## src/rtl/core/pva_pkg.sv

```systemverilog
// Shared types and constants of the polyphonic voice allocator.
package pva_pkg;

  localparam int unsigned VoicesDef = 32;
  localparam int unsigned VidxW     = 6;
  localparam int unsigned StampW    = 32;
  localparam int unsigned NoteW     = 7;
  localparam int unsigned VelW      = 7;
  localparam int unsigned PitchW    = 32;
  localparam int unsigned ActW      = 3;
  localparam int unsigned OutIdxW   = 5;

  typedef enum logic {
    OP_NOTE_ON  = 1'b0,
    OP_NOTE_OFF = 1'b1
  } op_e;

  typedef enum logic [ActW-1:0] {
    ACT_NONE    = 3'd0,
    ACT_START   = 3'd1,
    ACT_RESTART = 3'd2,
    ACT_STEAL   = 3'd3,
    ACT_RELEASE = 3'd4,
    ACT_FREE    = 3'd5
  } action_e;

  typedef enum logic [1:0] {
    ST_IDLE,
    ST_SCAN,
    ST_DECIDE
  } state_e;

  typedef struct packed {
    logic              valid;
    logic              hold_f;
    logic [VidxW-1:0]  hold_idx;
    logic              free_f;
    logic [VidxW-1:0]  free_idx;
    logic              rel_f;
    logic [VidxW-1:0]  rel_idx;
    logic [StampW-1:0] rel_age;
    logic              all_f;
    logic [VidxW-1:0]  all_idx;
    logic [StampW-1:0] all_age;
  } scan_t;

  typedef struct packed {
    logic              en;
    logic [VidxW-1:0]  idx;
    logic              busy;
    logic              rel;
    logic [NoteW-1:0]  note;
    logic [StampW-1:0] stamp;
  } wr_t;

endpackage

```

## src/rtl/core/pva_cell.sv

```systemverilog
// One voice cell: holds a voice's state and folds it into the passing scan record.
module pva_cell #(
  parameter int unsigned CellIdx = 0
) (
  input  logic                       clk_i,
  input  logic                       rst_ni,
  input  pva_pkg::scan_t             scan_i,
  input  logic [pva_pkg::NoteW-1:0]  note_i,
  input  logic [pva_pkg::StampW-1:0] cnt_i,
  input  pva_pkg::wr_t               wr_i,
  output pva_pkg::scan_t             scan_o
);

  localparam logic [pva_pkg::VidxW-1:0] MyIdx = pva_pkg::VidxW'(CellIdx);

  logic                       busy_q;
  logic                       rel_q;
  logic [pva_pkg::NoteW-1:0]  note_q;
  logic [pva_pkg::StampW-1:0] stamp_q;
  logic [pva_pkg::StampW-1:0] age;
  pva_pkg::scan_t             scan_d, scan_q;

  always_comb begin
    age    = cnt_i - stamp_q;
    scan_d = scan_i;
    if (busy_q && (note_q == note_i) && !scan_i.hold_f) begin
      scan_d.hold_f   = 1'b1;
      scan_d.hold_idx = MyIdx;
    end
    if (!busy_q && !scan_i.free_f) begin
      scan_d.free_f   = 1'b1;
      scan_d.free_idx = MyIdx;
    end
    if (rel_q && (!scan_i.rel_f || (age > scan_i.rel_age))) begin
      scan_d.rel_f   = 1'b1;
      scan_d.rel_idx = MyIdx;
      scan_d.rel_age = age;
    end
    if (!scan_i.all_f || (age > scan_i.all_age)) begin
      scan_d.all_f   = 1'b1;
      scan_d.all_idx = MyIdx;
      scan_d.all_age = age;
    end
  end

  always_ff @(posedge clk_i or negedge rst_ni) begin
    if (!rst_ni) begin
      scan_q <= '0;
    end else begin
      scan_q <= scan_d;
    end
  end

  always_ff @(posedge clk_i or negedge rst_ni) begin
    if (!rst_ni) begin
      busy_q  <= 1'b0;
      rel_q   <= 1'b0;
      note_q  <= '0;
      stamp_q <= '0;
    end else if (wr_i.en && (wr_i.idx == MyIdx)) begin
      busy_q  <= wr_i.busy;
      rel_q   <= wr_i.rel;
      note_q  <= wr_i.note;
      stamp_q <= wr_i.stamp;
    end
  end

  assign scan_o = scan_q;

endmodule

```

## config.mk

```make
export PLATFORM = sky130hd
export DESIGN_NAME = pva_cell
export DESIGN_NICKNAME = d
export VERILOG_FILES = /design/src/rtl/core/pva_pkg.sv /design/src/rtl/core/pva_cell.sv
export SDC_FILE = /design/constraint.sdc
export NUM_CORES = 1
export LEC_CHECK = 0
export BUFFER_PORTS_ARGS = -buffer_cell sky130_fd_sc_hd__buf_2
export CORE_ASPECT_RATIO = 0.75
export CORE_MARGIN = 4
export CORE_UTILIZATION = 52
export CTS_CLUSTER_DIAMETER = 50
export DETAILED_ROUTE_END_ITERATION = 8
export GPL_ROUTABILITY_DRIVEN = 0
export PLACE_DENSITY_LB_ADDON = 0.15
export SLEW_MARGIN = 5
export SYNTH_ARGS = -nofsm -noshare
export SYNTH_HDL_FRONTEND = slang
export SYNTH_SLANG_ARGS = --single-unit
export TNS_END_PERCENT = 5
```

## constraint.sdc

```tcl
create_clock -name clk_i -period 5.4 [get_ports clk_i]
set_input_delay 0.27 -clock clk_i [delete_from_list [all_inputs] [get_ports clk_i]]
set_output_delay 0.27 -clock clk_i [all_outputs]
set_load 0.01 [all_outputs]
```

==> impl_metrics.json, run 1 <==
{
  "timing.final.crit_share_pct": 95.18,
  "nNetsFinal": 1343,
  "dieHeight_um": 117.2,
  "die_w_um": 153.6,
  "regToRegEndpoint": "scan_o[18]",
  "ys_ff_latch": 134,
  "seq_area_frac_synth_pct": 40.54,
  "peakVddDrop_uv": 268.2,
  "grt_pass1_wl_mm": 34.76,
  "min_period_ns": 5.139,
  "layout-drive-gt1-share_pct": 41.09,
  "fmax_ghz": 0.1946,
  "worstPathArrival_ns": 5.43,
  "setup-violations-final": 0,
  "yosys.area_share.adder_pct": 14.61,
  "cts_root_buffer": "clkbuf_16",
  "start_kind": "flop",
  "r2r_cells": 20,
  "finalWorstSetupSlack_ns": 0.2605,
  "clock_latency_ns": 0.42,
  "synth_top_family_by_area": "adder cells",
  "grtUsageMet3_pct": 5.696,
  "synth_warnings": 0,
  "synth_fp_nets": 1051,
  "max_slew_margin_pct": 27.17,
  "drv_slew": 0,
  "area_delta_synth_final_pct": 28.69,
  "synth_edf_count": 0,
  "grt_pass1_vias": 6497,
  "start_util_pct": 53.64,
  "rsz0062_at_grt": "false",
  "die_area_um2": 18010,
  "cts_made_buffers": 17,
  "wl_mm": 22.57,
  "timing.rr.start": "stamp_q[1]",
  "synthXorXnorAreaFrac_pct": 3.903,
  "met2_usage_pct": 38.36,
  "grt_start_max_net_pins": 71,
  "holdPathEnd": "scan_o[91]",
  "wl_per_cell_um": 17.58,
  "min_from": "scan_i[91]",
  "post-synth-top-count-cell": "dfrtp_1",
  "path_cells": "inv_1 -> ha_1 -> nor2b_1 -> o2111ai_1 -> a21oi_1 -> a211oi_4 -> a21oi_2 -> a221oi_4 -> o21ai_0 -> a211oi_2 -> inv_1 -> ha_1 -> nand3_1 -> or4_1 -> nor2_2 -> o31a_1 -> nor3_1 -> a21oi_4 -> buf_4 -> mux2_2",
  "clkSinkCount": 134,
  "core_area_um2": 15420,
  "grt-ovfl-total": 0,
  "synth-simple-area-share_pct": 8.577,
  "yosys-top-cells-area": "dfrtp_1, ha_1, mux2_2",
  "synthCells": 773,
  "numPortBuffers": 274,
  "timing.setup.tns_ns": 0,
  "grt-busiest-layer": "met2",
  "rows": 39,
  "drv_cap": 0,
  "drt_iter0_drc": 350,
  "vias": 6730,
  "power_uw": 4068,
  "hold_depth": 2,
  "syn-mean-instance-area_um2": 10.70,
  "async_flop_share_pct": 100.0,
  "grt_util_met1_pct": 35.01,
  "cts.clk_slew.worst_paths_ns": 0.07,
  "dp_hpwl_mm": 17.93,
  "regToRegSetupSlack_ns": 0.26,
  "worstHoldPathType": "in -> reg",
  "yosys-top-cells-count": "dfrtp_1, inv_1, mux2_2",
  "crit_fanout": 14,
  "place_inst": 1245,
  "worstMarginPinSlew_ns": 1.089,
  "clock-skew-final_ns": 0.01194,
  "p_leak_uw": 0.005610,
  "hold_viol": 0,
  "clock_path_buffers": 2,
  "place_ws_ns": 0.07322,
  "crit_required_ns": 5.69,
  "yosys.area.top_type_share_pct": 40.54,
  "ys_types": 55,
  "htree_num_levels": 4,
  "layout.cells.non_filler": 1284,
  "drt_drc_violations_left": 0,
  "viasPerCell": 5.241,
  "ios": 275,
  "muxShareOfSynthArea_pct": 14.20,
  "grt_usage_pct": 24.72,
  "yosys_most_used_dff": "dfrtp_1",
  "first_pass_iters": 7,
  "synth.cell_area_um2": 8272,
  "antenna_found_initial": 1,
  "final_antenna_net_count": 0,
  "powerDensity_nw_per_um2": 382.1,
  "yosys.area.top_type": "dfrtp_1",
  "synth_compound_area_share_pct": 12.21,
  "outcome": "finished, final reports clean",
  "path_class": "reg -> reg",
  "cpPeakStageDelay_ns": 0.58,
  "end_kind": "flop",
  "fill_cells": 1241,
  "tritoncts": "yes",
  "crit_slowest_cell": "or4_1"
}
[area by class of cell]
class	count	area (µm²)	share of cell area, %
multi-input combinational	513	4464	41.94
inverter	105	394.1	3.702
antenna	1	2.502	0.02351
clock inverter	15	183.9	1.728
timing repair buffer	294	1565	14.70
sequential	134	3353	31.50
clock buffer	17	425.4	3.996
tap	205	256.5	2.409
[cell families after synthesis]
kind of cell,Yosys count
AO/OA/AOI/OAI,146
XOR/XNOR,36
adder cells (fa/ha/maj),96
buffers and inverters,126
flip-flops,134
multiplexers,105
other,1
AND/OR/NAND/NOR,129
[state kept, by name, summed over array words and instances (netlist names)]
signal,cells
scan_o,93
stamp_q,32
note_q,7
busy_q,1
rel_q,1
[worst max-delay path, delay by kind of cell, from the launching register on]
kind,cells,cell delay [ns]
muxes,1,0.36
DFF,1,0.38
and+or+nand+nor,5,1.12
AOI/OAI and AO/OA,9,2.14
adders and majority gates,2,0.54
buffers and inverters,3,0.46
[routing by layer]
layer  wire length [µm]  part of all wire, %
met4                476                  2.1
met5                  0                    0
met3               1331                  5.9
met1              10520                   47
met2              10240                   45
[stage by stage]
step	utilization, %	hold slack, ns	area [µm²]
floorplan	-	-0.02559	8272
global placement	64.55	0.3150	9953
detailed placement	64.55	0.3104	9953
CTS	68.63	0.04186	10580
global route	69.04	0.03760	10650
finish	69.04	0.05373	10650
[where the power goes]
group          internal [µW]  leakage (µW)  switching [µW]
clock network            701      0.000293             500
logic                    735       0.00367             871
registers               1200       0.00164            64.6
total                   2630       0.00561            1440
[placed cells by master, fill, tap and decap left out, types with 3 or more instances in the layout]
master | synthesis | final
o21a_1 | 4 | 4
o21ai_1 | 4 | 4
nand2b_1 | 9 | 9
xnor2_1 | 19 | 19
mux2i_1 | 6 | 6
nand2_1 | 13 | 12
a21o_1 | 43 | 43
clkbuf_16 | 0 | 17
and3_1 | 4 | 4
buf_4 | 2 | 15
o2111ai_1 | 3 | 3
ha_1 | 95 | 95
dfrtp_1 | 134 | 134
nor2b_1 | 33 | 33
a21oi_1 | 42 | 40
inv_6 | 0 | 7
nand4_1 | 21 | 21
a211oi_1 | 3 | 3
nor4_1 | 3 | 3
a31oi_1 | 6 | 6
xor2_1 | 16 | 16
mux2_2 | 99 | 99
inv_1 | 105 | 105
nor3_1 | 7 | 7
o21ai_0 | 17 | 17
nor2_1 | 21 | 20
buf_2 | 7 | 273
nand3_1 | 10 | 10
[repair_timing]
| item | CTS | global route |
|---|---|---|
| buffers inserted | 0 | 4 |
| hold buffers | 2 | 0 |
| gates resized for setup | 0 | 4 |
| endpoints found under the setup margin | 0 | 52 |
| endpoints found under the hold margin | 70 | 0 |
[worst max-delay path by stage]
stage	startpoint	end	slack (ns)	cells past startpoint
final	stamp_q[1]	scan_o[18]	0.26	20
after global routing	stamp_q[1]	scan_o[1]	0.02	20
after CTS	stamp_q[1]	scan_o[1]	0.09	20
after detailed placement	cnt_i[6]	scan_o[1]	0.07	20
after global placement	cnt_i[6]	scan_o[4]	0.18	20
after floorplan	stamp_q[0]	scan_o[19]	0.76	22
Note: power is estimated with default switching activity, not from simulation.
==> run 2: changes to the inputs <==
--- a/config.mk
+++ b/config.mk
@@ -8,7 +8,7 @@
 export BUFFER_PORTS_ARGS = -buffer_cell sky130_fd_sc_hd__buf_2
 export CORE_ASPECT_RATIO = 0.75
 export CORE_MARGIN = 4
-export CORE_UTILIZATION = 52
+export CORE_UTILIZATION = 40
 export CTS_CLUSTER_DIAMETER = 50
 export DETAILED_ROUTE_END_ITERATION = 8
 export GPL_ROUTABILITY_DRIVEN = 0
==> run 2 against run 1 <==
  * Final cell count increased by 3.6%
  * Count of clock-buffer cells in the layout unchanged
  * Wire length increased by 1.5%
  * Clock skew about the same
  * Clock power decreased by 3%
  * Sequential power about the same
  * Worst hold slack got worse by 0.0099 ns
  * Sequential share of layout area increased by 0.085 points
  * Flip-flop and latch count unchanged
  * Design area decreased by 0.27%
  * Critical path type unchanged
==> impl_metrics.json, run 2 (same netlist as run 1, synthesis figures left out) <==
{
  "outcome": "finished, final reports clean",
  "path_cells": "ha_1 -> inv_1 -> fa_1 -> a21o_1 -> a21oi_2 -> o211ai_2 -> nand4_1 -> o211ai_2 -> a31o_2 -> a2bb2oi_1 -> xnor2_1 -> ha_1 -> nand3_1 -> or4_1 -> nor2_1 -> o31a_1 -> nor3_1 -> a21oi_4 -> buf_4 -> mux2_2",
  "htree_num_levels": 4,
  "cts_made_buffers": 17,
  "max_slew_margin_pct": 26.71,
  "setup-violations-final": 0,
  "grt_usage_pct": 20.00,
  "drt_iter0_drc": 337,
  "end_kind": "flop",
  "start_kind": "flop",
  "layout-drive-gt1-share_pct": 40.56,
  "critPathBufInv": 2,
  "p_int_uw": 2523,
  "cts.clk_slew.worst_paths_ns": 0.07,
  "drt_drc_violations_left": 0,
  "dp_hpwl_mm": 18.13,
  "fin_util_pct": 52.38,
  "stdcell_area_um2": 10620,
  "vias": 6535,
  "grt_pass1_vias": 6633,
  "drv_slew": 0,
  "fmax_ghz": 0.1964,
  "area_delta_synth_final_pct": 28.35,
  "grt_pass1_wl_mm": 36.38,
  "start_util_pct": 40.81,
  "worstPathArrival_ns": 5.40,
  "rows": 45,
  "crit_required_ns": 5.71,
  "final_antenna_net_count": 0,
  "die_area_um2": 23070,
  "ios": 275,
  "drv_cap": 0,
  "finalWorstSetupSlack_ns": 0.3085,
  "grt_start_max_net_pins": 82,
  "path_class": "reg -> reg",
  "place_ws_ns": 0.1045,
  "switchingPower_uw": 1463,
  "numPortBuffers": 274,
  "wl_per_cell_um": 17.23,
  "final_common_cell": "buf_2",
  "clock_latency_ns": 0.43,
  "critPathTopFamily": "compound AO/OA/AOI/OAI gates",
  "cts_root_buffer": "clkbuf_16",
  "pwr-share-seq_pct": 31.6,
  "first_pass_iters": 4,
  "antenna_found_initial": 4,
  "timing.final.crit_share_pct": 94.29,
  "comb_power_share_pct": 39.3,
  "tritoncts": "yes",
  "core_area_um2": 20270,
  "p_leak_uw": 0.005558,
  "worstHoldPathType": "in -> reg",
  "wl_mm": 22.91,
  "final_cell_mix": "buf_2, dfrtp_1, inv_1",
  "clock-skew-final_ns": 0.01157,
  "powerDensity_nw_per_um2": 375.5,
  "dieHeight_um": 132.5,
  "crit_slowest_cell": "or4_1",
  "timing.setup.tns_ns": 0,
  "power_uw": 3986,
  "hold_viol": 0,
  "swShare_pct": 36.70,
  "clkSinkCount": 134,
  "crit_fanout": 12,
  "clock_path_buffers": 2,
  "cpPeakStageDelay_ns": 0.56,
  "min_period_ns": 5.091,
  "power_frac_clock_pct": 29.1,
  "place_area_um2": 9987,
  "nNetsFinal": 1335,
  "grt-ovfl-total": 0,
  "largest_register_ffs": 93,
  "viasPerCell": 4.914,
  "peakVddDrop_uv": 166.1,
  "die_w_um": 174.1,
  "worstMarginPinSlew_ns": 1.096
}
run 2: metrics by stage:
step           hold WS [ns]  cells
2_1_floorplan      -0.02559    773
3_3_place_gp         0.3721   1292
5_1_grt             0.04312   1329
4_1_cts             0.02659   1326
3_5_place_dp         0.3675   1292
6_report            0.04385   1330
run 2: power groups by stage:
stage                     Sequential, µW  Clock, µW  Combinational [µW]
after floorplan                     1360          0                 916
after global placement              1280          0                1540
after detailed placement            1280          0                1550
after CTS                           1260       1190                1570
after global routing                1280       1230                1750
final                               1260       1160                1570
run 2: final timing paths:
kind / start / endpoint / slack (ns) / cells after the start
max reg2reg: stamp_q[0] / scan_o[11] / 0.31 / 20
min: scan_i[91] / scan_o[91] / 0.04 / 2
min reg2reg: stamp_q[16] / stamp_q[16] / 0.50 / 1
max: stamp_q[0] / scan_o[11] / 0.31 / 20
max in group asynchronous: rst_ni / scan_o[1] / 3.72 / 3
min in group asynchronous: rst_ni / scan_o[82] / 0.43 / 2
run 2: area by class of cell:
class	count	area (µm²)
antenna	2	5.005
clock buffer	17	425.4
clock inverter	15	156.4
fill	1894	9653
inverter	105	394.1
multi-input combinational	513	4462
sequential	134	3353
tap	258	322.8
timing repair buffer	286	1498
run 2: routing by layer:
| metal | track usage (%) | vias to the layer above | share of wire [%] |
|---|---|---|---|
| li1 | - | 3264 | - |
| met4 | 4.791 | 6 | 1.2 |
| met3 | 4.856 | 25 | 5.9 |
| met1 | 28.69 | 3062 | 48 |
| met2 | 30.63 | 178 | 44 |
| met5 | 0 | - | 0.16 |
run 2: repair_timing:
| action | CTS | global route |
|---|---|---|
| hold endpoints to repair | 81 | 0 |
| buffers inserted | 0 | 2 |
| hold buffers | 2 | 0 |
| gates resized for setup | 0 | 1 |
| endpoints found under the setup margin | 0 | 29 |
run 2: worst register-to-register path: stages (launching register included):
cell,delay [ns]
dfrtp_1,0.34
ha_1,0.19
inv_1,0.07
fa_1,0.39
a21o_1,0.18
a21oi_2,0.21
o211ai_2,0.14
nand4_1,0.19
o211ai_2,0.15
a31o_2,0.32
a2bb2oi_1,0.17
xnor2_1,0.50
ha_1,0.23
nand3_1,0.10
or4_1,0.56
nor2_1,0.24
o31a_1,0.18
nor3_1,0.06
a21oi_4,0.15
buf_4,0.24
mux2_2,0.36
==> run 3: changes to the inputs <==
--- a/config.mk
+++ b/config.mk
@@ -6,13 +6,13 @@
 export NUM_CORES = 1
 export LEC_CHECK = 0
 export BUFFER_PORTS_ARGS = -buffer_cell sky130_fd_sc_hd__buf_2
-export CORE_ASPECT_RATIO = 0.75
 export CORE_MARGIN = 4
 export CORE_UTILIZATION = 40
 export CTS_CLUSTER_DIAMETER = 50
 export DETAILED_ROUTE_END_ITERATION = 8
 export GPL_ROUTABILITY_DRIVEN = 0
 export PLACE_DENSITY_LB_ADDON = 0.15
+export RECOVER_POWER = 25
 export SLEW_MARGIN = 5
 export SYNTH_ARGS = -nofsm -noshare
 export SYNTH_HDL_FRONTEND = slang
==> run 3 against run 2 <==
  * The flow now finishes with violations (max-capacitance violations, max-slew violations)
  * Clock power rose by 4%
  * Die area fell by 0.11%
  * Maximum frequency barely moved
  * Power rose by 1.3%
  * First-iteration DRC count fell by 37%
  * Critical endpoint is now scan_o[14]
  * Largest cell class unchanged
==> impl_metrics.json, run 3 (same netlist as run 1, synthesis figures left out) <==
{
  "worstHoldPathType": "in -> reg",
  "final_cell_mix": "buf_2, dfrtp_1, inv_1",
  "timing.final.crit_share_pct": 94.24,
  "cts_made_buffers": 17,
  "grt-ovfl-total": 0,
  "tritoncts": "yes",
  "die_w_um": 151.8,
  "worstMarginPinSlew_ns": 3.668,
  "p_int_uw": 2611,
  "area_delta_synth_final_pct": 28.72,
  "core_area_um2": 20300,
  "power_frac_clock_pct": 30.0,
  "powerDensity_nw_per_um2": 379.2,
  "crit_fanout": 20,
  "clock_path_buffers": 2,
  "largest_register_ffs": 93,
  "drv_slew": 69,
  "timing.setup.tns_ns": 0,
  "final_antenna_net_count": 0,
  "place_inst": 1308,
  "min_period_ns": 5.089,
  "r2r_cells": 21,
  "hold_depth": 2,
  "ios": 275,
  "htree_num_levels": 4,
  "layout-drive-gt1-share_pct": 39.48,
  "rows": 52,
  "vias": 6617,
  "finalWorstSetupSlack_ns": 0.3112,
  "hold_viol": 0,
  "clock-skew-final_ns": 0.008296,
  "dieHeight_um": 151.8,
  "die_area_um2": 23040,
  "holdPathEnd": "scan_o[90]",
  "min_from": "scan_i[90]",
  "start_util_pct": 40.75,
  "first_pass_iters": 4,
  "clock_latency_ns": 0.43,
  "setup-violations-final": 0,
  "grt_start_max_net_pins": 69,
  "grt_pass1_wl_mm": 35.51,
  "layout.cells.non_filler": 1345,
  "max_slew_margin_pct": -144.6,
  "swShare_pct": 35.33,
  "antenna_found_initial": 2,
  "cts_root_buffer": "clkbuf_16",
  "crit_required_ns": 5.71,
  "drt_drc_violations_left": 0,
  "drv_cap": 1,
  "clkSinkCount": 134,
  "regToRegSetupSlack_ns": 0.31,
  "switchingPower_uw": 1427,
  "cts.clk_slew.worst_paths_ns": 0.07,
  "violations": "max-capacitance violations, max-slew violations",
  "outcome": "finished with violations",
  "wl_mm": 22.52,
  "final_common_cell": "buf_2",
  "place_ws_ns": 0.1191,
  "peakVddDrop_uv": 219.7,
  "nNetsFinal": 1339,
  "viasPerCell": 4.920,
  "path_class": "reg -> reg",
  "fmax_ghz": 0.1965,
  "p_leak_uw": 0.005545,
  "start_kind": "flop",
  "wl_per_cell_um": 16.75,
  "end_kind": "flop",
  "comb_power_share_pct": 38.7,
  "timing.rr.start": "stamp_q[0]",
  "pwr-share-seq_pct": 31.3,
  "grt_usage_pct": 19.38,
  "regToRegEndpoint": "scan_o[14]",
  "rsz0062_at_grt": "false",
  "dp_hpwl_mm": 18.06,
  "numPortBuffers": 274,
  "worstPathArrival_ns": 5.40,
  "grt_pass1_vias": 6798,
  "drt_iter0_drc": 211
}
==> run 3: cell types whose count changed in the layout (fill, tap and decap cells not counted), sizes merged <==
cell	before	now
diode	2	1
clkbuf	17	31
bufinv	0	2
clkinv	3	0
buf	284	274
inv	115	116
==> run 3: worst max path at each step <==
stage	start	endpoint	depth (start not counted)
final	stamp_q[0]	scan_o[14]	21
after detailed placement	cnt_i[0]	scan_o[7]	23
after floorplan	stamp_q[0]	scan_o[19]	22
after global routing	stamp_q[0]	scan_o[2]	21
after CTS	stamp_q[6]	scan_o[2]	20
after global placement	cnt_i[0]	scan_o[6]	23
==> run 3: power groups by stage <==
stage / clock network, µW / registers [µW] / logic, µW
detailed placement: 0 / 1280 / 1560
floorplan: 0 / 1360 / 916
global placement: 0 / 1280 / 1550
CTS: 1240 / 1260 / 1570
global route: 1290 / 1280 / 1740
finish: 1210 / 1260 / 1560
==> run 3: layer usage <==
layer	up-vias	routed length, µm	GRT usage [%]
li1	3279	-	-
met1	3146	9876	24.24
met2	167	11220	33.43
met3	23	1091	4.949
met4	2	324	5.265
met5	-	7	0
==> run 3: area by class of cell <==
cell class,instances,area [µm²]
inverters,105,394.1
fillers,1932,9652
multi-input cells,513,4462
repair buffers,290,1491
well taps,270,337.8
clock inverters,15,181.4
diodes,1,2.502
flip-flops and latches,134,3353
clock buffers,17,425.4
==> run 3: through the flow <==
| step | cell area (µm²) | total power, µW | util [%] | hold WS, ns |
|---|---|---|---|---|
| after CTS | 10650 | 4078 | 52.45 | 0.02521 |
| after floorplan | 8272 | 2272 | - | -0.02559 |
| after global placement | 10020 | 2833 | 49.36 | 0.3171 |
| after global routing | 10650 | 4309 | 52.45 | 0.02719 |
| final | 10650 | 4038 | 52.45 | 0.05666 |
| after detailed placement | 10020 | 2845 | 49.36 | 0.3192 |
==> run 3: what timing repair did <==
action	CTS	global route
buffers inserted	0	2
endpoints found under the hold margin	68	0
hold buffers	2	0
gates resized for setup	0	1
setup endpoints to repair	0	33
==> run 3: worst max-delay path, cell delays in order (launching register included) <==
cell and delay [ns]:
dfrtp_1 0.36, ha_1 0.17, inv_1 0.05, fa_1 0.39, a21o_1 0.19, a21oi_2 0.21
o211ai_2 0.13, a41oi_2 0.30, o21ba_2 0.22, o21ai_1 0.09, a221oi_1 0.35, xor2_1 0.31
inv_1 0.11, ha_1 0.31, nand2_1 0.05, or4_1 0.49, nor2_1 0.24, o31a_1 0.18
nor3_1 0.07, a21oi_4 0.19, buf_12 0.20, mux2_2 0.35
